$ cat config.mk
export PLATFORM = sky130hd
export DESIGN_NAME = modbus_meter_response_parser_unit
export DESIGN_NICKNAME = d
export VERILOG_FILES = /design/src/rtl/mmrp_pkg.sv /design/src/rtl/mmrp_in.sv /design/src/rtl/mmrp_frame.sv /design/src/rtl/mmrp_out.sv /design/src/rtl/modbus_meter_response_parser_unit.sv
export SDC_FILE = /design/constraint.sdc
export NUM_CORES = 1
export LEC_CHECK = 0
export BUFFER_PORTS_ARGS = -buffer_cell sky130_fd_sc_hd__buf_2
export CORE_ASPECT_RATIO = 1.4
export CORE_UTILIZATION = 51
export CTS_BUF_LIST = sky130_fd_sc_hd__clkbuf_16
export DETAILED_ROUTE_END_ITERATION = 10
export GPL_TIMING_DRIVEN = 0
export PLACE_DENSITY = 0.79
export SETUP_SLACK_MARGIN = 0.05
export SYNTH_ARGS = -nofsm -noshare
export SYNTH_HDL_FRONTEND = slang
export SYNTH_SLANG_ARGS = --single-unit
$ cat constraint.sdc
create_clock -name clock -period 6.45 [get_ports clock]
set_clock_uncertainty 0.05 [all_clocks]
set_input_delay 0 -clock clock [delete_from_list [all_inputs] [get_ports clock]]
set_output_delay 0 -clock clock [all_outputs]
set_load 0.1 [all_outputs]
$ cat src/rtl/mmrp_pkg.sv
`timescale 1ns / 1ps
// -----------------------------------------------------------------------------
// mmrp_pkg
// Shared types, constants and the CRC-16/Modbus byte update for the meter
// response parser.
// -----------------------------------------------------------------------------
package mmrp_pkg;

   typedef logic [4:0] pos_type;

   localparam pos_type POS_FIRST  = 5'd0;
   localparam pos_type POS_CRC_LO = 5'd23;
   localparam pos_type POS_LAST   = 5'd24;
   localparam pos_type POS_IDLE   = 5'd25;

   localparam logic [15:0] CRC_INIT   = 16'hFFFF;
   localparam logic [15:0] CRC_POLY   = 16'hA001;
   localparam logic [7:0]  FUNC_CODE  = 8'h04;
   localparam logic [7:0]  BYTE_COUNT = 8'd20;
   localparam logic [15:0] PF_MAX     = 16'd100;
   localparam logic [7:0]  ADDR_RESET = 8'd1;

   typedef enum logic [2:0] {
      ST_OK    = 3'd0,
      ST_ADDR  = 3'd1,
      ST_FUNC  = 3'd2,
      ST_COUNT = 3'd3,
      ST_CRC   = 3'd4
   } status_type;

   typedef struct packed {
      logic [7:0] rx_byte;
      logic       frame_start;
   } req_item_type;

   typedef struct packed {
      status_type  status;
      logic [15:0] voltage_raw;
      logic [31:0] current_raw;
      logic [31:0] power_raw;
      logic [31:0] energy_wh;
      logic [15:0] frequency_raw;
      logic [6:0]  power_factor_raw;
   } rsp_item_type;

   typedef struct packed {
      logic    valid;
      pos_type byte_position;
   } frame_status_type;

   function automatic logic [15:0] crc_feed(input logic [15:0] crc, input logic [7:0] b);
      logic [15:0] c;
      c = crc ^ {8'h00, b};
      for (int k = 0; k < 8; k++) begin
         if (c[0]) begin
            c = (c >> 1) ^ CRC_POLY;
         end else begin
            c = c >> 1;
         end
      end
      return c;
   endfunction

endpackage

$ cat src/rtl/mmrp_in.sv
`timescale 1ns / 1ps
// -----------------------------------------------------------------------------
// mmrp_in
// Input register: captures one byte transaction per cycle while the pipe moves.
// -----------------------------------------------------------------------------
module mmrp_in (
   input  logic                  clock,
   input  logic                  reset,
   input  logic                  advance,
   input  logic                  req_tvalid,
   output logic                  req_tready,
   input  mmrp_pkg::req_item_type req_item,
   output logic                  item_valid,
   output mmrp_pkg::req_item_type item
);
   import mmrp_pkg::*;

   logic         valid_ff, valid_in;
   req_item_type item_ff, item_in;

   assign req_tready = advance;
   assign valid_in   = advance ? req_tvalid : valid_ff;
   assign item_in    = advance ? req_item : item_ff;
   assign item_valid = valid_ff && advance;
   assign item       = item_ff;

   always_ff @(posedge clock) begin
      if (reset) begin
         valid_ff <= 1'b0;
      end else begin
         valid_ff <= valid_in;
      end
   end

   always_ff @(posedge clock) begin
      item_ff <= item_in;
   end

endmodule

$ cat src/rtl/mmrp_frame.sv
`timescale 1ns / 1ps
// -----------------------------------------------------------------------------
// mmrp_frame
// Frame tracker: byte position, running CRC, header checks and field capture.
// Produces the result for byte 24.
// -----------------------------------------------------------------------------
module mmrp_frame (
   input  logic                      clock,
   input  logic                      reset,
   input  logic                      item_valid,
   input  mmrp_pkg::req_item_type    item,
   input  logic [7:0]                expected_address,
   output mmrp_pkg::rsp_item_type    result,
   output mmrp_pkg::frame_status_type frame_status
);
   import mmrp_pkg::*;

   pos_type     pos_ff, pos_in, pos_eff;
   logic [15:0] crc_ff, crc_in, crc_base;
   status_type  err_ff, err_in, err_base, err_final;
   logic [7:0]  crc_lo_ff, crc_lo_in;
   logic [15:0] volt_ff, volt_in;
   logic [31:0] curr_ff, curr_in;
   logic [31:0] pwr_ff, pwr_in;
   logic [31:0] nrg_ff, nrg_in;
   logic [15:0] freq_ff, freq_in;
   logic [15:0] pf_ff, pf_in;
   logic        active;
   logic        crc_bad;
   logic [7:0]  b;

   always_comb begin
      b        = item.rx_byte;
      pos_eff  = item.frame_start ? POS_FIRST : pos_ff;
      crc_base = item.frame_start ? CRC_INIT : crc_ff;
      err_base = item.frame_start ? ST_OK : err_ff;
      active   = item_valid && (pos_eff < POS_IDLE);
      crc_bad  = (crc_lo_ff != crc_base[7:0]) || (b != crc_base[15:8]);
      err_final = (err_base == ST_OK && crc_bad) ? ST_CRC : err_base;

      pos_in    = pos_ff;
      crc_in    = crc_ff;
      err_in    = err_ff;
      crc_lo_in = crc_lo_ff;
      volt_in   = volt_ff;
      curr_in   = curr_ff;
      pwr_in    = pwr_ff;
      nrg_in    = nrg_ff;
      freq_in   = freq_ff;
      pf_in     = pf_ff;

      if (active) begin
         pos_in = pos_eff + 5'd1;
         crc_in = (pos_eff < POS_CRC_LO) ? crc_feed(crc_base, b) : crc_base;
         err_in = err_base;
         unique case (pos_eff)
            5'd0: begin
               if (b != expected_address && err_base == ST_OK) err_in = ST_ADDR;
            end
            5'd1: begin
               if (b != FUNC_CODE && err_base == ST_OK) err_in = ST_FUNC;
            end
            5'd2: begin
               if (b != BYTE_COUNT && err_base == ST_OK) err_in = ST_COUNT;
            end
            5'd3:  volt_in[15:8]  = b;
            5'd4:  volt_in[7:0]   = b;
            5'd5:  curr_in[15:8]  = b;
            5'd6:  curr_in[7:0]   = b;
            5'd7:  curr_in[31:24] = b;
            5'd8:  curr_in[23:16] = b;
            5'd9:  pwr_in[15:8]   = b;
            5'd10: pwr_in[7:0]    = b;
            5'd11: pwr_in[31:24]  = b;
            5'd12: pwr_in[23:16]  = b;
            5'd13: nrg_in[15:8]   = b;
            5'd14: nrg_in[7:0]    = b;
            5'd15: nrg_in[31:24]  = b;
            5'd16: nrg_in[23:16]  = b;
            5'd17: freq_in[15:8]  = b;
            5'd18: freq_in[7:0]   = b;
            5'd19: pf_in[15:8]    = b;
            5'd20: pf_in[7:0]     = b;
            5'd23: crc_lo_in      = b;
            5'd24: err_in         = err_final;
            default: ;
         endcase
      end
   end

   always_comb begin
      frame_status.valid         = active && (pos_eff == POS_LAST);
      frame_status.byte_position = pos_ff;
      result.status = err_final;
      if (err_final == ST_OK) begin
         result.voltage_raw      = volt_ff;
         result.current_raw      = curr_ff;
         result.power_raw        = pwr_ff;
         result.energy_wh        = nrg_ff;
         result.frequency_raw    = freq_ff;
         result.power_factor_raw = (pf_ff > PF_MAX) ? PF_MAX[6:0] : pf_ff[6:0];
      end else begin
         result.voltage_raw      = '0;
         result.current_raw      = '0;
         result.power_raw        = '0;
         result.energy_wh        = '0;
         result.frequency_raw    = '0;
         result.power_factor_raw = '0;
      end
   end

   always_ff @(posedge clock) begin
      if (reset) begin
         pos_ff <= POS_IDLE;
         crc_ff <= CRC_INIT;
         err_ff <= ST_OK;
      end else begin
         pos_ff <= pos_in;
         crc_ff <= crc_in;
         err_ff <= err_in;
      end
   end

   always_ff @(posedge clock) begin
      crc_lo_ff <= crc_lo_in;
      volt_ff   <= volt_in;
      curr_ff   <= curr_in;
      pwr_ff    <= pwr_in;
      nrg_ff    <= nrg_in;
      freq_ff   <= freq_in;
      pf_ff     <= pf_in;
   end

endmodule

$ cat src/rtl/mmrp_out.sv
`timescale 1ns / 1ps
// -----------------------------------------------------------------------------
// mmrp_out
// Result register: holds one result transaction until the receiver takes it.
// -----------------------------------------------------------------------------
module mmrp_out (
   input  logic                   clock,
   input  logic                   reset,
   input  logic                   load_valid,
   input  mmrp_pkg::rsp_item_type load_item,
   output logic                   advance,
   output logic                   rsp_tvalid,
   input  logic                   rsp_tready,
   output mmrp_pkg::rsp_item_type rsp_item
);
   import mmrp_pkg::*;

   logic         valid_ff, valid_in;
   rsp_item_type item_ff, item_in;

   assign advance    = !valid_ff || rsp_tready;
   assign valid_in   = advance ? load_valid : valid_ff;
   assign item_in    = advance ? load_item : item_ff;
   assign rsp_tvalid = valid_ff;
   assign rsp_item   = item_ff;

   always_ff @(posedge clock) begin
      if (reset) begin
         valid_ff <= 1'b0;
      end else begin
         valid_ff <= valid_in;
      end
   end

   always_ff @(posedge clock) begin
      item_ff <= item_in;
   end

endmodule

$ cat src/rtl/modbus_meter_response_parser_unit.sv
`timescale 1ns / 1ps
// -----------------------------------------------------------------------------
// modbus_meter_response_parser_unit
// Parses a 25-byte read-input-registers response from an energy meter.
//
// req_ carries one received byte per transaction; req_tuser flags byte 0 of a
// frame. Bytes outside an open frame are dropped. On byte 24 one rsp_
// transaction is produced: status in rsp_tuser, meter fields in rsp_tdata,
// all data fields zero when the status is not ok.
// The result of byte 24 is registered in the result register after the byte
// passes the input register. Throughput: one byte per cycle unless the receiver
// stalls; the CRC update and field capture are done in a single stage between
// the input and result registers. When the receiver stalls with a result
// pending, req_tready drops and the whole pipe holds; nothing is lost.
// Reset: no frame open, expected address 1, both registers empty.
// csr_wr_en writes csr_wr_data into the expected slave address; write only
// while no transaction is in flight.
// -----------------------------------------------------------------------------
module modbus_meter_response_parser_unit (
   input  logic         clock,
   input  logic         reset,
   input  logic         req_tvalid,
   output logic         req_tready,
   input  logic [7:0]   req_tdata,   // [7:0] rx_byte
   input  logic         req_tuser,   // [0] frame_start
   output logic         rsp_tvalid,
   input  logic         rsp_tready,
   output logic [135:0] rsp_tdata,   // [15:0] voltage_raw, [47:16] current_raw,
                                     // [79:48] power_raw, [111:80] energy_wh,
                                     // [127:112] frequency_raw,
                                     // [134:128] power_factor_raw, [135] zero
   output logic [2:0]   rsp_tuser,   // [2:0] status
   input  logic         csr_wr_en,
   input  logic [7:0]   csr_wr_data
);
   import mmrp_pkg::*;

   logic             advance;
   logic             item_valid;
   req_item_type     req_item, item;
   rsp_item_type     result, rsp_item;
   frame_status_type frame_status;
   logic [7:0]       addr_ff, addr_in;

   assign addr_in = csr_wr_en ? csr_wr_data : addr_ff;

   always_ff @(posedge clock) begin
      if (reset) begin
         addr_ff <= ADDR_RESET;
      end else begin
         addr_ff <= addr_in;
      end
   end

   assign req_item.rx_byte     = req_tdata;
   assign req_item.frame_start = req_tuser;

   mmrp_in u_in (
      .clock      (clock),
      .reset      (reset),
      .advance    (advance),
      .req_tvalid (req_tvalid),
      .req_tready (req_tready),
      .req_item   (req_item),
      .item_valid (item_valid),
      .item       (item)
   );

   mmrp_frame u_frame (
      .clock            (clock),
      .reset            (reset),
      .item_valid       (item_valid),
      .item             (item),
      .expected_address (addr_ff),
      .result           (result),
      .frame_status     (frame_status)
   );

   mmrp_out u_out (
      .clock      (clock),
      .reset      (reset),
      .load_valid (frame_status.valid),
      .load_item  (result),
      .advance    (advance),
      .rsp_tvalid (rsp_tvalid),
      .rsp_tready (rsp_tready),
      .rsp_item   (rsp_item)
   );

   assign rsp_tuser = rsp_item.status;
   assign rsp_tdata = {1'b0,
                       rsp_item.power_factor_raw,
                       rsp_item.frequency_raw,
                       rsp_item.energy_wh,
                       rsp_item.power_raw,
                       rsp_item.current_raw,
                       rsp_item.voltage_raw};

   a_fail_zero: assert property (@(posedge clock) disable iff (reset)
      (rsp_tvalid && rsp_tuser != ST_OK) |-> (rsp_tdata == '0))
      else $error("failed frame carries nonzero data");

   a_pf_sat: assert property (@(posedge clock) disable iff (reset)
      rsp_tvalid |-> (rsp_tdata[134:128] <= 7'd100))
      else $error("power factor above saturation limit");

   a_stall_only_full: assert property (@(posedge clock) disable iff (reset)
      !req_tready |-> (rsp_tvalid && !rsp_tready))
      else $error("input stalled without a pending result");

   a_start_pos: assert property (@(posedge clock) disable iff (reset)
      (item_valid && item.frame_start) |=> (frame_status.byte_position == 5'd1))
      else $error("frame start did not restart byte position");

   a_result_last: assert property (@(posedge clock) disable iff (reset)
      frame_status.valid |=> (frame_status.byte_position == POS_IDLE))
      else $error("result not on last frame byte");

endmodule

[After elaboration in Yosys (flattened, before gate mapping)]
Cells that the tools add are included.
Storage, ports and cells
  register bits after elaboration: 333
  bits of input ports: 22
  output and inout bits: 141
Operators by class
  add/subtract/negate cells: 1
  $lt $le $gt $ge: 3
  equality and inequality tests: 27
  mux-type cells: 25
  bitwise logic cells: 10
  reduce and logical (&&, ||, !) cells: 33
Operators by type and width (count)
  $mux W16: 17
  $eq A5 B4 Y1 const B: 8
  $reduce_and A2 Y1: 19
  $eq A5 B5 Y1 const B: 7
  $ne A8 B8 Y1: 3
  $not A2 Y3: 8
  $eq A5 B3 Y1 const B: 4
  $gt A16 B7 Y1 const B: 1
  $xor A16 B8 Y16: 1
  $mux W3: 5
  $pmux W3 S4: 1
  $eq A5 B2 Y1 const B: 2
  $lt A5 B5 Y1 const B: 2
  $ne A8 B3 Y1 const B: 1
  $ne A8 B5 Y1 const B: 1
  $logic_and A1 B1 Y1: 7
  $mux W7: 1
  $logic_not A3 Y1: 2
  $add A5 B1 Y5 const B: 1
  $eq A5 B1 Y1 const B: 1
  $logic_not A5 Y1: 1
  $mux W5: 1
  $logic_or A1 B1 Y1: 2
  $reduce_or A2 Y1: 1
  other kinds (2): 2

[Logic depth before layout (Yosys ltp)]
Gate-level depths: netlist (run 1).
  depth after elaboration: 26
  gate-level depth with buffers: 12
  mapped depth without buffers: 9

[Cells and area by module]
A second synthesis (run 1) with hierarchy kept.
Unflattened totals
  cells, all modules: 785
  area total of the unflattened synthesis: 12515.8 um^2
By module, submodules not included
  mmrp_frame: instances 1, cells an instance 601, area an instance 7704.9 um^2, seq. area each 5044.8 um^2
  mmrp_out: instances 1, cells an instance 142, area an instance 4190.3 um^2, seq. area each 4164.0 um^2
  mmrp_in: instances 1, cells an instance 14, area an instance 319.1 um^2, seq. area each 290.3 um^2
  modbus_meter_response_parser_unit: instances 1, cells an instance 28, area an instance 301.5 um^2, seq. area each 160.2 um^2

[Worst setup path after synthesis (run 1)]
OpenSTA, ideal clock, no wires.
  path type: flip-flop to flip-flop
  start: register u_out.valid_ff (netlist: u_out.rsp_tvalid)
  end: register u_frame.pwr_ff[10], enable pin
  data arrival time: 7.769 ns
  data required time: 6.017 ns
  slack: -1.753 ns
  cell stages (with the launch flop): 6
  buffers on the path: 1
  period minus slack after synthesis: 8.203 ns
  path through: dfxtp_1 > nand2b_1 > clkbuf_1 > o211ai_2 > or3b_4 > nor3_1
Between the ends
  word-level cells in the longest chain between the ends: 5
Ends and longest elaborated chain
  start: declaration: line mmrp_out.sv:18  | logic valid_ff, valid_in;
  start signal: assignment: line mmrp_out.sv:31  | valid_ff <= valid_in;
  $logic_not A1 Y1: line mmrp_out.sv:21  | assign advance = !valid_ff || rsp_tready;
  $logic_or A1 B1 Y1: line mmrp_out.sv:21
  named net req_tready: line modbus_meter_response_parser_unit.sv:23  | output logic req_tready,
  $logic_and A1 B1 Y1: line mmrp_in.sv:24  | assign item_valid = valid_ff && advance;
  $logic_and A1 B1 Y1: line mmrp_frame.sv:37  | active = item_valid && (pos_eff < POS_IDLE);
  $reduce_and A2 Y1 (no source line)
  end signal: assignment: line mmrp_frame.sv:128  | pwr_ff <= pwr_in;
  end: declaration: line mmrp_frame.sv:24  | logic [31:0] pwr_ff, pwr_in;
The timed path passes the listed nets, and every way through them passes these cells.
A chain may end at the register's enable or synchronous reset.

[Final worst setup path (run 1)]
  start: register u_in.item_ff (netlist bit u_in.item[5])
  end: register u_out.item_ff (netlist bit u_out.rsp_item[134]) (data pin)
Between the ends
  word-level cells in the longest chain between the ends: 5
Ends and longest elaborated chain
  start: declaration: line mmrp_in.sv:19  | req_item_type item_ff, item_in;
  start signal: assignment: line mmrp_in.sv:36  | item_ff <= item_in;
  $ne A8 B8 Y1: line mmrp_frame.sv:38  | crc_bad = (crc_lo_ff != crc_base[7:0]) || (b != crc_base[15:8]);
  $logic_or A1 B1 Y1: line mmrp_frame.sv:38
  $logic_and A1 B1 Y1: line mmrp_frame.sv:39  | err_final = (err_base == ST_OK && crc_bad) ? ST_CRC : err_base;
  $mux W3: line mmrp_frame.sv:39
  $logic_not A3 Y1: line mmrp_frame.sv:95  | if (err_final == ST_OK) begin
  end signal: assignment: line mmrp_out.sv:36  | item_ff <= item_in;
  end: declaration: line mmrp_out.sv:19  | rsp_item_type item_ff, item_in;
No other way between the ends.

==> summary.md, run 1 <==
| Metric | Value |
|---|---|
| Status | finished clean |
| Final min period | approximately 3.6 ns |
| Die Span Y | ~190 um |
| Unrepaired setup endpoints after global routing | false |
| Seq/Total Area, Yosys | 0.774 |
| Synth Instances | between 700 and 800 |
| Clock Sinks | roughly 330 |
| Fin. Hold Viols | 0 |
| Setup TNS | 0 ns |
| Drt wl/cell | between 15 and 20 um |
| Share of the synthesized area in the top cell type | 0.719 |
| Drt first pass iters | 5 |
| Pwr Total | 0.00428 W |
| Post-DP HPWL | roughly 15000 um |
| R2R cell count | 10 |
| Endpoint, Worst Hold | u_in.item[5]$_DFFE_PN_ |
| Yosys cell types | 54 |
| All-layer global routing usage | 0.195 |
| Max Cap Viol | 0 |
| # hold bufs at CTS | 28 |
| Core footprint | between 0.02 and 0.025 mm^2 |
| Reg-to-Reg End | u_out.rsp_item[134]$_SDFFCE_PP0N_ |
| Routed wire length | around 24000 um |
| Layout cells sized above 1 | 0.228 |
| Worst Path Arrival | approximately 3.9 ns |
| Most used cell, CP | buf_6 |
| Hold Path Origin | req_tdata[4] |
| VDD IR max | about 0.22 mV |
| Drc violations | 0 |
| ANT nets after route | 0 |
| Full die area | about 0.025 mm^2 |
| Initial antenna violation count | 0 |
| Max H-tree Level | 1 |
| CP max stage delay | around 1.1 ns |
| Gr ovfl total | 0 |
| Slew Viols, Final | 0 |
| Worst r2r src | u_in.item[5]$_DFFE_PN_ |
| Lkg Pwr | around 6.2 nW |
| Die Width | ~130 um |
| Drt first-iter violations | 472 |
| Critical path's slowest cell | edfxtp_1 |
| Slew headroom | 0.146 |
| Hold WC Path Type | in2reg |
| Mean Syn Cell Area | 15.9 um^2 |
| CTS tree | done |
| CP endpoint kind | register |
| Final setup viols | 0 |
| Pwr Density | between 200 and 300 mW/mm^2 |
| Initial core utilization | 0.521 |
| Root Buffer | clkbuf_16 |
| EDFF count, synth | between 200 and 300 |
| Clock-pin slew on the worst setup and hold paths | 0.06 ns |
| Reg2reg setup slack | roughly 2.9 ns |
| Worst-Margin Slew | approximately 1.3 ns |
| WHS Path Cells | 2 |
| Synthesized area | roughly 0.012 mm^2 |
| # IOs | 163 |
| Post-cts resize count | 0 |
| GPL Wtd Cong | 0.889 |
| N_diodes | 0 |
| Top post-synthesis cells by area | edfxtp_1 (72%), and2_1 (6.6%), dfxtp_1 (5.5%), xnor2_1 (2.0%), nand2_1 (1.5%) |
| Largest net degree at the start of global routing | 84 |
| Max clock buf depth | 3 |
| Worst skew pair latency | ~0.54 ns |
| Most common cell in the netlist | edfxtp_1 |
| Vias in the first global route | 6710 |
| Fmax | approximately 280 MHz |
| PortBufs | roughly 160 |
| Setup bufs post-CTS | 0 |
| Area leader, netlist | edfxtp_1 |
| Post-synth ARST share | 0 |
| Element type at the critical path start | register |
| Row count | 67 |
| Critical-path cell list | buf_2 -> inv_1 -> a222oi_1 -> o211ai_1 -> nor4_2 -> and2b_1 -> buf_6 -> buf_8 -> buf_6 -> and2_1 |
| P&R area growth vs syn | 19.4% |
| CP Max Fanout | 20 |
| Synth Flop Type | edfxtp_1 |
| CP required | 6.80 ns |
| Syn_nets | 814 |
| DR vias | 6841 |
| Yosys warns | 0 |
| First-pass GRT wire length | about 37000 um |
| Inserted Clock Buffers | 29 |
| Util after Layout | 0.622 |
| Fin crit share | 0.558 |
| Drt via density | approximately 5 |
| Critical path class | reg2reg |
| Nets | between 1000 and 1500 |
| Top cells by count, synth | edfxtp_1 (299), and2_1 (132), nand2_1 (51) |
| Synth Register Bits | about 330 |
power breakdown:
group	leakage [nW]	internal, W	switching (W)
clock network	0.482	0.000937	0.000719
registers	3.43	0.00236	0.0000425
logic	2.24	0.0000853	0.000138
metrics by stage:
step                      std cells  setup slack, ns  hold WS (ns)  cell area, um^2
after detailed placement       1257             2.81         0.128            13700
after global placement         1256            0.827         0.127            13700
final                          1339             2.85         0.121            14900
after CTS                      1339             2.79        0.0919            14900
after floorplan                 787             1.07        0.0489            12500
after global routing           1339             2.54         0.115            14900
cells in the final DEF, fill, tap and decap left out, drive strengths merged, types with 4 or more instances in the layout:
cell type    instances
buf                182
clkbuf              48
nor3                 7
nand3               11
o211ai              13
clkinv               9
dfxtp               34
inv                 21
nor2b                7
o22ai                4
ha                   5
nor2                45
nand4                4
xnor2               29
nand2               51
edfxtp             299
a21oi               12
o21ai               10
dlygate4sd3         28
xor2                11
o41ai                5
or3                  8
and2               133
mux2i               12
and3                 6
cells by family after synthesis:
logic type	count (synthesis)	share of synthesized area
AO/OA/AOI/OAI	59	0.0323
XOR/XNOR	43	0.0336
adder cells (fa/ha/maj)	5	0.00501
buffers and inverters	51	0.0233
flip-flops	333	0.774
multiplexers	12	0.00962
other	1	0.000300
AND/OR/NAND/NOR	283	0.122
critical path: cells and delay by family (launching register included):
| kind | cells | cell delay, ns |
|---|---|---|
| AND/OR/NAND/NOR | 3 | 0.87 |
| AO/OA/AOI/OAI | 2 | 0.42 |
| buffers and inverters | 5 | 0.97 |
| flip-flops | 1 | 1.12 |
flip-flops by register name (all words and copies together), names as in the netlist:
register	cells
u_frame.volt_ff	16
u_frame.freq_ff	16
u_in.item	9
u_frame.curr_ff	32
u_frame.pos_ff	5
u_frame.err_ff	3
u_in.valid_ff	1
u_frame.crc_lo_ff	8
u_frame.crc_ff	16
u_out.rsp_item	138
u_out.rsp_tvalid	1
addr_ff	8
u_frame.nrg_ff	32
u_frame.pf_ff	16
u_frame.pwr_ff	32
final cells by class:
class / count / area [um^2]
Buffer: 41 / 263
Clock buffer: 29 / 726
Clock inverter: 25 / 194
Fill cell: 1813 / 9070
Inverter: 10 / 37.5
Multi-Input combinational cell: 403 / 2540
Sequential cell: 333 / 9660
Tap cell: 310 / 388
Timing Repair Buffer: 188 / 1100
worst max path at each step:
stage	start	endpoint	slack, ns	cells past startpoint
after floorplan	u_out.rsp_tvalid$_SDFFE_PP0N_	u_frame.pf_ff[10]$_DFFE_PP_	1.07	4
after global placement	u_out.rsp_tvalid$_SDFFE_PP0N_	u_frame.pf_ff[8]$_DFFE_PP_	0.83	4
after detailed placement	u_out.rsp_tvalid$_SDFFE_PP0N_	u_frame.freq_ff[12]$_DFFE_PP_	2.81	7
after CTS	u_out.rsp_tvalid$_SDFFE_PP0N_	u_frame.freq_ff[8]$_DFFE_PP_	2.79	7
after global routing	u_out.rsp_tvalid$_SDFFE_PP0N_	u_frame.freq_ff[13]$_DFFE_PP_	2.54	7
final	u_in.item[5]$_DFFE_PN_	u_out.rsp_item[134]$_SDFFCE_PP0N_	2.85	10
metal layers:
metal  global-route usage  part of all wire
met5                    0                 0
met4               0.0761             0.033
met3               0.0228             0.047
met2                0.364              0.54
met1                0.226              0.38
Note: power is estimated with default switching activity, not from simulation.
==> run 2: changes to the inputs <==
--- a/config.mk
+++ b/config.mk
@@ -11,7 +11,7 @@
 export CTS_BUF_LIST = sky130_fd_sc_hd__clkbuf_16
 export DETAILED_ROUTE_END_ITERATION = 10
 export GPL_TIMING_DRIVEN = 0
-export PLACE_DENSITY = 0.79
+export PLACE_DENSITY = 0.76
 export SETUP_SLACK_MARGIN = 0.05
 export SYNTH_ARGS = -nofsm -noshare
 export SYNTH_HDL_FRONTEND = slang
==> constraint.sdc (replaced) <==
create_clock -name clock -period 3.4 [get_ports clock]
set_clock_uncertainty 0.05 [all_clocks]
set_input_delay 0 -clock clock [delete_from_list [all_inputs] [get_ports clock]]
set_output_delay 0 -clock clock [all_outputs]
set_load 0.1 [all_outputs]
==> run 2 against run 1 <==
Effect of this change:
- non-clock buffer count grew 10
- total power grew 89%
- register-to-register slack lost 2.7 ns
- die area is the same
- largest power group unchanged
- via count grew 2.0%
- cell area grew 0.76%
- critical path depth shrank 2
- utilization grew 0.47 points
- sequential cell count is the same
- wire length grew 2.6%
- count of clock-buffer cells in the layout grew 2
==> summary.md, run 2 (synthesis gave the netlist of run 1 again) <==
| Metric | Value |
|---|---|
| Status | finished clean (unchanged) |
| Drt first pass iters | 5 (unchanged) |
| Fin. Hold Viols | 0 (unchanged) |
| Placed cell count | 1256 (was 1257) |
| Worst r2r src | u_in.item[0]$_DFFE_PN_ (was u_in.item[5]$_DFFE_PN_) |
| CTS tree | done (unchanged) |
| Slew Viols, Final | 0 (unchanged) |
| Layout cells sized above 1 | 0.237 (was 0.228) |
| CP required | 3.51 ns (was 6.80 ns) |
| Unrepaired setup endpoints after global routing | false (unchanged) |
| Finished Layout Cells | 1351 (was 1339) |
| Drt wl/cell | 18.5 um (was 18.2 um) |
| Commonest cells after routing, fill and taps aside | edfxtp_1 (299), buf_2 (171), and2_1 (132) (unchanged) |
| Post-DP HPWL | 14900 um (was 15400 um) |
| Initial antenna violation count | 0 (unchanged) |
| Die Width | 134 um (unchanged) |
| First-pass GRT wire length | 37200 um (was 36700 um) |
| N_diodes | 0 (unchanged) |
| Gr ovfl total | 0 (unchanged) |
| Inserted Clock Buffers | 30 (was 29) |
| Worst-Margin Slew | 0.847 ns (was 1.27 ns) |
| Buf/Inv on CP | 5 (unchanged) |
| Critical path class | reg2reg (unchanged) |
| Fin crit share | 0.945 (was 0.558) |
| Clock-pin slew on the worst setup and hold paths | 0.06 ns (about the same) |
| CP endpoint kind | register (unchanged) |
| Drt via density | 5.17 (was 5.11) |
| Vias in the first global route | 6627 (was 6710) |
| Cell area after layout | 0.0150 mm^2 (was 0.0149 mm^2) |
| Placed cell area | 0.0137 mm^2 (about the same) |
| Element type at the critical path start | register (unchanged) |
| Util after Layout | 0.627 (was 0.622) |
| Final min period | 3.21 ns (was 3.60 ns) |
| Nets | 1044 (was 1033) |
| DR vias | 6978 (was 6841) |
| Row count | 67 (unchanged) |
| Max reg flops | 138 (unchanged) |
| GPL Wtd Cong | 0.893 (was 0.889) |
| Slew headroom | 0.436 (was 0.146) |
| Die Span Y | 187 um (unchanged) |
| Max Cap Viol | 0 (unchanged) |
| All-layer global routing usage | 0.197 (was 0.195) |
| Most common cell after layout, fill and taps aside | edfxtp_1 (unchanged) |
| Drt first-iter violations | 605 (was 472) |
| CP Max Fanout | 10 (was 20) |
| Full die area | 0.0251 mm^2 (unchanged) |
| Root Buffer | clkbuf_16 (unchanged) |
| Pwr Density | 537 mW/mm^2 (was 287 mW/mm^2) |
| # IOs | 163 (unchanged) |
| Max clock buf depth | 3 (unchanged) |
| WHS | 0.126 ns (was 0.121 ns) |
| Largest net degree at the start of global routing | 154 (was 84) |
| Hold Path Origin | req_tuser (was req_tdata[4]) |
| CP max stage delay | 0.71 ns (was 1.12 ns) |
| Top Family by Delay on Critical Path | buffers and inverters (was flip-flops) |
| Hold WC Path Type | in2reg (unchanged) |
| Critical path's slowest cell | nor3_2 (was edfxtp_1) |
| P&R area growth vs syn | 20.4% (was 19.4%) |
| Drc violations | 0 (unchanged) |
| Crit path from | u_in.item[0]$_DFFE_PN_ (was u_in.item[5]$_DFFE_PN_) |
| Routed wire length | 25000 um (was 24400 um) |
| Worst Path Arrival | 3.33 ns (was 3.94 ns) |
| Worst skew pair latency | 0.54 ns (about the same) |
| Clock Sinks | 333 (unchanged) |
| VDD IR max | 0.375 mV (was 0.221 mV) |
| Lkg Pwr | 6.23 nW (was 6.16 nW) |
| ANT nets after route | 0 (unchanged) |
| Initial core utilization | 0.521 (unchanged) |
| PortBufs | 159 (unchanged) |
| Core footprint | 0.0240 mm^2 (unchanged) |
| Critical-path cell list | buf_6 -> buf_6 -> clkbuf_1 -> inv_1 -> nand2_1 -> ha_1 -> inv_1 -> nor3_2 (was buf_2 -> inv_1 -> a222oi_1 -> o211ai_1 -> nor4_2 -> and2b_1 -> buf_6 -> buf_8 -> buf_6 -> and2_1) |
| Max H-tree Level | 1 (unchanged) |
| Final setup viols | 0 (unchanged) |
| Fmax | 311 MHz (was 278 MHz) |
| Fillcell total | 1731 (was 1813) |
[run 2: changes by cell type in the layout (fill, tap and decap cells not counted), sizes merged]
cell | before | now
buf | 182 | 192
inv | 21 | 24
bufinv | 3 | 1
clkbuf | 48 | 50
clkinv | 9 | 8
[run 2: timing repair]
| action | in CTS | in global routing |
|---|---|---|
| buffers inserted | 3 | 8 |
| endpoints found under the setup margin | 134 | 143 |
| hold buffers | 28 | 0 |
| endpoints found under the hold margin | 24 | 0 |
| gates resized for setup | 2 | 1 |
[run 2: routing by layer]
| metal | part of all wire | global-route usage | vias up |
|---|---|---|---|
| li1 | - | - | 3287 |
| met1 | 0.38 | 0.236 | 3354 |
| met2 | 0.54 | 0.355 | 289 |
| met3 | 0.052 | 0.0268 | 48 |
| met4 | 0.030 | 0.0778 | 0 |
| met5 | 0 | 0 | - |
[run 2: power by group]
group,total [W],internal (W),switching (W)
registers,0.00454,0.00448,0.0000614
clock network,0.00307,0.00172,0.00135
logic,0.000467,0.000174,0.000293
total,0.00807,0.00637,0.00170
[run 2: layout make-up]
| cell class | count | area, um^2 | area share |
|---|---|---|---|
| plain buffers | 41 | 274 | 0.0182 |
| clock inverters | 25 | 138 | 0.00916 |
| flip-flops and latches | 333 | 9660 | 0.643 |
| multi-input cells | 403 | 2560 | 0.170 |
| well taps | 310 | 388 | 0.0258 |
| inverters | 10 | 37.5 | 0.00250 |
| repair buffers | 198 | 1190 | 0.0791 |
| clock buffers | 31 | 776 | 0.0516 |
[run 2: final timing paths]
kind | slack [ns] | to | cells after the start
worst max-delay path | 0.19 | u_frame.pwr_ff[13]$_DFFE_PP_ | 8
worst min-delay path | 0.13 | u_in.item[0]$_DFFE_PN_ | 2
worst max register to register | 0.19 | u_frame.pwr_ff[13]$_DFFE_PP_ | 8
worst min register to register | 0.42 | u_frame.err_ff[1]$_SDFFE_PP0P_ | 2
[run 2: stage by stage]
stage	setup slack, ns	power, W	TNS [ns]
6_report	0.187	0.00807	0
5_1_grt	0.0664	0.00830	0
4_1_cts	0.0557	0.00809	0
3_5_place_dp	-0.156	0.00503	-1.45
3_3_place_gp	-0.226	0.00503	-3.58
2_1_floorplan	0.196	0.00492	0
==> run 3: changes to the inputs <==
--- a/config.mk
+++ b/config.mk
@@ -11,7 +11,7 @@
 export CTS_BUF_LIST = sky130_fd_sc_hd__clkbuf_16
 export DETAILED_ROUTE_END_ITERATION = 10
 export GPL_TIMING_DRIVEN = 0
-export PLACE_DENSITY = 0.76
+export PLACE_DENSITY = 0.79
 export SETUP_SLACK_MARGIN = 0.05
 export SYNTH_ARGS = -nofsm -noshare
 export SYNTH_HDL_FRONTEND = slang
==> run 3 against run 2 <==
Effect of this change:
- die area is the same
- wire length grew 2.6%
- worst setup slack lost 0.017 ns
- clock power is essentially flat
- sequential share of layout area is essentially flat
- sequential cell count is the same
- register-to-register slack lost 0.02 ns
- total power shrank 0.24%
- cell area is essentially flat
- critical endpoint is now u_frame.volt_ff[4]$_DFFE_PP_
==> summary.md, run 3 (synthesis gave the netlist of run 1 again) <==
| Metric | Value |
|---|---|
| Util after Layout | 0.627 (about the same) |
| DR vias | 7080 (was 6978) |
| Max reg flops | 138 (unchanged) |
| Crit path from | u_in.item[0]$_DFFE_PN_ (unchanged) |
| Sw Share | 0.217 (was 0.211) |
| CP required | 3.52 ns (was 3.51 ns) |
| Fmax | 310 MHz (was 311 MHz) |
| Max clock buf depth | 3 (unchanged) |
| Placed cell area | 0.0137 mm^2 (unchanged) |
| Element type at the critical path start | register (unchanged) |
| R2R cell count | 8 (unchanged) |
| Largest net degree at the start of global routing | 154 (unchanged) |
| # IOs | 163 (unchanged) |
| Gr ovfl total | 0 (unchanged) |
| Row count | 67 (unchanged) |
| Sequential share of power | 0.563 (was 0.562) |
| Drt first-iter violations | 615 (was 605) |
| All-layer global routing usage | 0.207 (was 0.197) |
| Fin crit share | 0.950 (was 0.945) |
| Cell area after layout | 0.0150 mm^2 (about the same) |
| GPL Wtd Cong | 0.877 (was 0.893) |
| Placed cell count | 1256 (unchanged) |
| Hold WC Path Type | in2reg (unchanged) |
| WHS | 0.116 ns (was 0.126 ns) |
| Logic pwr share | 0.059 (was 0.058) |
| Fin. Hold Viols | 0 (unchanged) |
| VDD IR max | 0.462 mV (was 0.375 mV) |
| Worst skew pair latency | 0.54 ns (about the same) |
| Internal | 0.00630 W (was 0.00637 W) |
| Unrepaired setup endpoints after global routing | true (was false) |
| Most common cell after layout, fill and taps aside | edfxtp_1 (unchanged) |
| CP Max Fanout | 10 (unchanged) |
| Timing endpoint of the critical path | u_frame.volt_ff[4]$_DFFE_PP_ (was u_frame.pwr_ff[13]$_DFFE_PP_) |
| Core footprint | 0.0240 mm^2 (unchanged) |
| Status | finished clean (unchanged) |
| Root Buffer | clkbuf_16 (unchanged) |
| Max H-tree Level | 1 (unchanged) |
| Full die area | 0.0251 mm^2 (unchanged) |
| Initial core utilization | 0.521 (unchanged) |
| Vias in the first global route | 6977 (was 6627) |
| Worst Path Arrival | 3.35 ns (was 3.33 ns) |
| Met3 routed WL | 1600 um (was 1290 um) |
| Max Cap Viol | 0 (unchanged) |
| Reg2reg setup slack | 0.17 ns (was 0.19 ns) |
| Drt first pass iters | 6 (was 5) |
| Post-DP HPWL | 15400 um (was 14900 um) |
| Clock Sinks | 333 (unchanged) |
| Initial antenna violation count | 0 (unchanged) |
| Met2 routed WL | 13100 um (was 13500 um) |
| Psw | 0.00175 W (was 0.00170 W) |
| Reg-to-Reg End | u_frame.volt_ff[4]$_DFFE_PP_ (was u_frame.pwr_ff[13]$_DFFE_PP_) |
| Final setup viols | 0 (unchanged) |
| Clock power frac | 0.378 (was 0.380) |
| Lkg Pwr | 6.20 nW (was 6.23 nW) |
| Layout cells sized above 1 | 0.244 (was 0.237) |
| N_diodes | 0 (unchanged) |
| Clock-pin slew on the worst setup and hold paths | 0.06 ns (about the same) |
| Finished Layout Cells | 1349 (was 1351) |
| Slew headroom | 0.404 (was 0.436) |
| Met1 WL | 9400 um (was 9500 um) |
| Drt via density | 5.25 (was 5.17) |
| P&R area growth vs syn | 20.4% (about the same) |
| Slew Viols, Final | 0 (unchanged) |
| Die Span Y | 187 um (unchanged) |
| Die Width | 134 um (unchanged) |
| Nets | 1045 (was 1044) |
| Final min period | 3.23 ns (was 3.21 ns) |
| Inserted Clock Buffers | 30 (unchanged) |
| Commonest cells after routing, fill and taps aside | edfxtp_1 (299), buf_2 (171), and2_1 (132) (unchanged) |
| PortBufs | 159 (unchanged) |
| CP endpoint kind | register (unchanged) |
| Worst r2r src | u_in.item[0]$_DFFE_PN_ (unchanged) |
| First-pass GRT wire length | 38700 um (was 37200 um) |
| Drt wl/cell | 19.0 um (was 18.5 um) |
| Critical path class | reg2reg (unchanged) |
| CTS tree | done (unchanged) |
| Worst-Margin Slew | 0.884 ns (was 0.847 ns) |
| Pwr Density | 536 mW/mm^2 (was 537 mW/mm^2) |
| ANT nets after route | 0 (unchanged) |
| Routed wire length | 25700 um (was 25000 um) |
| Drc violations | 0 (unchanged) |
| DR top layer | met4 (unchanged) |
==> run 3: layout make-up <==
| type | count | area, um^2 |
|---|---|---|
| Buffer | 41 | 274 |
| Clock buffer | 31 | 776 |
| Clock inverter | 22 | 119 |
| Fill cell | 1765 | 8950 |
| Inverter | 10 | 37.5 |
| Multi-Input combinational cell | 403 | 2580 |
| Sequential cell | 333 | 9660 |
| Tap cell | 310 | 388 |
| Timing Repair Buffer | 199 | 1190 |
==> run 3: worst min path at each step <==
| stage | from | end | slack (ns) | cells after the start |
|---|---|---|---|---|
| finish | req_tdata[1] | u_in.item[2]$_DFFE_PN_ | 0.12 | 2 |
| global route | req_tdata[5] | u_in.item[6]$_DFFE_PN_ | 0.13 | 2 |
| CTS | req_tdata[0] | u_in.item[1]$_DFFE_PN_ | 0.11 | 2 |
| detailed placement | req_tdata[0] | u_in.item[1]$_DFFE_PN_ | 0.13 | 1 |
| global placement | req_tdata[1] | u_in.item[2]$_DFFE_PN_ | 0.13 | 1 |
| floorplan | req_tuser | u_in.item[0]$_DFFE_PN_ | 0.05 | 0 |
==> run 3: layer usage <==
layer | vias to the layer above | track usage
met5 | - | 0
met4 | 0 | 0.127
met3 | 77 | 0.0271
met2 | 298 | 0.358
met1 | 3425 | 0.244
li1 | 3280 | -
==> run 3: repair_timing <==
action	CTS	global route
gates resized for setup	2	6
endpoints found under the setup margin	151	158
endpoints found under the hold margin	24	0
hold buffers	28	0
setup buffers	8	4
pin swaps	0	0
==> run 3: metrics by stage <==
step | setup WS (ns) | setup TNS (ns) | power (W)
5_1_grt | 0.0171 | 0 | 0.00826
3_3_place_gp | -0.299 | -4.84 | 0.00503
4_1_cts | 0.0520 | 0 | 0.00807
3_5_place_dp | -0.319 | -20.14 | 0.00504
2_1_floorplan | 0.196 | 0 | 0.00492
6_report | 0.170 | 0 | 0.00805
==> run 3: worst max-delay path, stage by stage, from the launching register on <==
cell and delay, ns:
edfxtp_1 0.37, buf_6 0.16, buf_6 0.16, clkbuf_1 0.45
inv_1 0.36, nand2_1 0.21, ha_1 0.29, nand2_1 0.16
nor2_1 0.63
==> run 3: power groups by stage <==
stage                     Sequential (W)  Clock [W]  Combinational (W)
after floorplan                  0.00470          0           0.000223
after global placement           0.00465          0           0.000384
after detailed placement         0.00465          0           0.000392
after CTS                        0.00454    0.00307           0.000460
after global routing             0.00454    0.00322           0.000508
final                            0.00453    0.00304           0.000477
